==> config.mk <==
export PLATFORM = sky130hd
export DESIGN_NAME = ftafc_div
export DESIGN_NICKNAME = d
export VERILOG_FILES = /design/src/design/ftafc_pkg.sv /design/src/design/ftafc_div.sv
export SDC_FILE = /design/constraint.sdc
export NUM_CORES = 1
export LEC_CHECK = 0
export ABC_AREA = 1
export BUFFER_PORTS_ARGS = -buffer_cell sky130_fd_sc_hd__buf_4
export CAP_MARGIN = 5
export CORE_MARGIN = 4
export CORE_UTILIZATION = 44
export DETAILED_ROUTE_END_ITERATION = 8
export GPL_TIMING_DRIVEN = 1
export HOLD_SLACK_MARGIN = 0.05
export PLACE_DENSITY = 0.7
export SLEW_MARGIN = 25
export SYNTH_ARGS = -nofsm -noshare
export SYNTH_HDL_FRONTEND = slang
export SYNTH_SLANG_ARGS = --single-unit
==> constraint.sdc <==
create_clock -name clk -period 4 [get_ports clk]
set_clock_uncertainty 0.1 [all_clocks]
set_input_delay 0.6 -clock clk [delete_from_list [all_inputs] [get_ports clk]]
set_output_delay 0.6 -clock clk [all_outputs]
set_load 0.01 [all_outputs]
==> src/design/ftafc_pkg.sv <==
// Shared types and constants for the frame time averager and frame rate counter.
// Holds event codes, register indexes, the sequencer state type and divider status.
// No dependencies.
`default_nettype none

package ftafc_pkg;

  // Event kinds carried on the input channel's tuser.
  localparam logic [1:0] OP_TICK   = 2'd0;
  localparam logic [1:0] OP_PAUSE  = 2'd1;
  localparam logic [1:0] OP_RESUME = 2'd2;
  localparam logic [1:0] OP_RESET  = 2'd3;

  // Configuration register indexes (byte address divided by four).
  localparam logic [1:0] REG_TIMER_EN = 2'd0;
  localparam logic [1:0] REG_CPS      = 2'd1;
  localparam logic [1:0] REG_FALLBACK = 2'd2;

  localparam logic [31:0] CPS_RESET      = 32'd10000000;
  localparam logic [31:0] FALLBACK_RESET = 32'd166670;

  localparam int TIME_W = 63;
  localparam int ACC_W  = 33;

  typedef enum logic [12:0] {
    S_IDLE      = 13'b0000000000001,
    S_EXEC      = 13'b0000000000010,
    S_RESUME    = 13'b0000000000100,
    S_CLAMP     = 13'b0000000001000,
    S_SUM       = 13'b0000000010000,
    S_ADD       = 13'b0000000100000,
    S_DIV_START = 13'b0000001000000,
    S_DIV_WAIT  = 13'b0000010000000,
    S_RATE1     = 13'b0000100000000,
    S_RATE2     = 13'b0001000000000,
    S_TOT1      = 13'b0010000000000,
    S_TOT2      = 13'b0100000000000,
    S_OUT       = 13'b1000000000000
  } state_t;

  typedef struct packed {
    logic busy;
    logic done;
  } div_stat_t;

endpackage

`default_nettype wire

==> src/design/ftafc_div.sv <==
// Restoring divider that produces one quotient bit per cycle.
// Uses ftafc_pkg for its status struct.
`default_nettype none

module ftafc_div
  import ftafc_pkg::*;
#(
  parameter int NUM_W = 38,
  parameter int DEN_W = 7
) (
  input  wire logic             clk,
  input  wire logic             rst_n,
  input  wire logic             start,
  input  wire logic [NUM_W-1:0] num,
  input  wire logic [DEN_W-1:0] den,
  output logic      [NUM_W-1:0] quo,
  output div_stat_t             stat
);

  localparam int CNT_W = $clog2(NUM_W + 1);

  logic [NUM_W-1:0] quo_r;
  logic [DEN_W-1:0] rem_r;
  logic [DEN_W-1:0] den_r;
  logic [CNT_W-1:0] cnt_r;
  logic             busy_r;
  logic             done_r;
  logic [DEN_W:0]   shifted;
  logic [DEN_W+1:0] diff;

  always_comb begin
    shifted = {rem_r, quo_r[NUM_W-1]};
    diff    = {1'b0, shifted} - {2'b00, den_r};
  end

  always_ff @(posedge clk) begin
    if (!rst_n) begin
      busy_r <= 1'b0;
      done_r <= 1'b0;
      cnt_r  <= '0;
    end else begin
      done_r <= !start && busy_r && (cnt_r == CNT_W'(1));
      if (start) begin
        busy_r <= 1'b1;
        cnt_r  <= CNT_W'(NUM_W);
      end else if (busy_r) begin
        cnt_r <= cnt_r - 1'b1;
        if (cnt_r == CNT_W'(1)) begin
          busy_r <= 1'b0;
        end
      end
    end
  end

  // The remainder always stays below the divisor, so it fits DEN_W bits.
  always_ff @(posedge clk) begin
    if (start) begin
      quo_r <= num;
      rem_r <= '0;
      den_r <= den;
    end else if (busy_r) begin
      if (!diff[DEN_W+1]) begin
        rem_r <= diff[DEN_W-1:0];
      end else begin
        rem_r <= shifted[DEN_W-1:0];
      end
      quo_r <= {quo_r[NUM_W-2:0], ~diff[DEN_W+1]};
    end
  end

  assign quo       = quo_r;
  assign stat.busy = busy_r;
  assign stat.done = done_r;

endmodule

`default_nettype wire

==> metrics.txt <==
Die Wd 89.03 um; setup bufs post-CTS 0; CP Capture Type flip-flop; Starting Density 45.50%; syn avg cell area 8.862 um2; XOR/XNOR Fraction of Synth Area 0.3032%; global-route wire length before repair 10.07 mm; crit path to rem_r[3]$_SDFFE_PP0P_; Routed WL per cell 12.94 um; initial drt markers 106; Detailed Route WL 6.406 mm; final period utilization 51.70%; filler instances 552; leakage power 1.873 nW; Core Area 0.006350 mm2; flops & latches, synth 60; grt total ovfl 0; Final Hold Viols 0; Reg-to-Reg End rem_r[3]$_SDFFE_PP0P_; fmax 483.5 MHz; Worst-path clk slew 0.07 ns; crit path max fanout 8; CTS max path bufs 2; post-synthesis sequential area ratio 57.17%; First-pass DRT Iterations 4; Layout area overhead 31.40%; status completed; GRT Total Usage 16.81%; Simple-Gate Fraction of Synth Area 28.63%; vias in the first global route 2261; max_cap viols 0; worst r2r src quo[37]$_DFFE_PP_; detailed placement HPWL 4.642 mm; Slew Viols, Final 0; number of distinct library cells after synthesis 31; CP Class flip-flop to flip-flop; largest net degree at the start of global routing 50; post-synthesis mux area share 0%; Die H 89.03 um; complex-gate fraction of the synthesized area 3.162%; die area 0.007926 mm2; Syn Std Cell Area 0.002889 mm2; r2r setup slk 1.93 ns; cell count after synthesis 326; post_cts resized 0; Max IR drop VDD 0.0002409 V; routed vias/inst 4.861; n_diodes 0; via count of the routed design 2406; initial antenna violation count 0; largest family of logic cells by synthesized area simple AND/OR/NAND/NOR gates; setup tns final 0 ns; CTS Buf Count 9; worst-margin pin slew 0.6331 ns; H-tree Lvls 3; adder-cell share of the synthesized area 4.591%; beginning of the critical path quo[37]$_DFFE_PP_; Rel. slew slack 57.73%; Cell Rows 29; Ports 88; RSZ-0062 raised after global routing no; hold_buf cts 0; share of layout cells above drive strength 1 26.79%; Worst Hold Class input port to flip-flop; nets 472; Worst Path Arrival 2.19 ns; Final GP Congestion 0.8097; Yosys warnings 0; Cell Pwr Density 421.3 mW/mm2; Tmin final 2.068 ns; CTS Sinks 60; Worst-Skew Late Latency 0.33 ns; Synth Net Count 384; final instance area 0.003796 mm2; CP required 4.13 ns; CTS tree yes; IO buf count 87; Root Buffer clkbuf_8; # DRC 0; endpoints failing setup 0; crit path launch type flip-flop; DRT antenna net count 0; worst-case reg-to-reg path depth 11; Post-DP Area 0.003592 mm2
## cell usage in the layout (no fill, tap or decap), types with 3 or more instances in the layout
master	synthesis	final
nand2_1	147	147
buf_4	2	88
edfxtp_1	45	45
inv_1	32	31
nand3_1	19	19
nor2_1	15	15
dfxtp_1	15	15
ha_1	9	9
clkbuf_8	0	9
a21oi_1	6	6
o21ai_1	4	4
nor3_1	3	3
## synth_stat cells (all sizes together)
master,number,share of area (%)
nand2,149,20
edfxtp,45,47
inv,33,4.3
nand3,20,3.9
nor2,19,3.2
dfxtp,15,10
ha,9,3.9
a21oi,6,1.0
buf,6,1.2
clkbuf,5,0.65
o21ai,4,0.69
nor3,3,0.52
or2,2,0.43
a21boi,1,0.65
a221oi,1,0.30
a31oi,1,0.22
and2,1,0.22
fa,1,0.69
nand3b,1,0.26
nand4,1,0.22
nor4,1,0.22
o31ai,1,0.26
xor2,1,0.30
## worst min-delay path by stage
stage                          startpoint               endpoint  slack (ns)  cells after the start
CTS                                den[0]     den_r[0]$_DFFE_PP_        0.33                      1
global route                       den[0]     den_r[0]$_DFFE_PP_        0.32                      1
global placement    cnt_r[5]$_SDFFE_PN0P_  cnt_r[5]$_SDFFE_PN0P_        0.35                      2
finish                             den[0]     den_r[0]$_DFFE_PP_        0.34                      1
detailed placement  rem_r[5]$_SDFFE_PP0P_  rem_r[5]$_SDFFE_PP0P_        0.36                      2
floorplan           cnt_r[5]$_SDFFE_PN0P_  cnt_r[5]$_SDFFE_PN0P_        0.34                      2
## final cells by class
cell class	instances	area (um2)	share of cell area, %
multi-input cells	222	1060	27.92
well taps	77	96.34	2.538
flip-flops and latches	60	1652	43.51
repair buffers	88	660.6	17.40
clock inverters	6	80.08	2.109
inverters	33	123.9	3.263
clock buffers	9	123.9	3.263
## metrics by stage
step	instances	util, %	worst slack (ns)	hold slack, ns	total power, mW
2_1_floorplan	326	-	1.846	0.3437	0.9170
3_3_place_gp	480	56.57	1.603	0.3535	1.042
3_5_place_dp	480	56.57	1.618	0.3635	1.049
4_1_cts	495	59.78	1.928	0.3267	1.615
5_1_grt	495	59.78	1.765	0.3197	1.678
6_report	495	59.78	1.932	0.3428	1.599
## per-layer routing
layer | global-route usage, % | share of wire, % | wire length (um) | vias up
met1 | 19.89 | 43 | 2744 | 1090
met5 | 0 | 0 | 0 | -
li1 | - | - | - | 1222
met3 | 5.069 | 6.1 | 391 | 14
met4 | 9.066 | 2.9 | 183 | 0
met2 | 27.46 | 48 | 3087 | 80
## logic make-up (layout without fill, tap and decap cells)
logic type	after synthesis	count (layout)
compound gates	14	14
xor+xnor	1	1
fa+ha+maj	10	10
buf+inv	44	136
flops	60	60
simple gates	197	197
## critical path: stages, from the launching register on
cell      delay, ns
edfxtp_1       0.38
inv_1          0.07
ha_1           0.22
fa_1           0.41
inv_1          0.07
nand2_1        0.04
nand2_1        0.16
nand3_4        0.17
nand2_4        0.13
nand3_1        0.08
nand3_1        0.07
nand2_1        0.05
## sequential cells by signal, indices dropped and copies added, names as in the netlist
register,flops
cnt_r,6
done_r,1
quo,38
busy_r,1
den_r,7
rem_r,7
## report_power, final
group,total (mW),switching [mW],internal (mW)
clock network,0.565,0.223,0.342
logic,0.263,0.139,0.124
registers,0.771,0.0347,0.737
total,1.60,0.397,1.20
No activity file was read; power rests on OpenSTA's default activity.
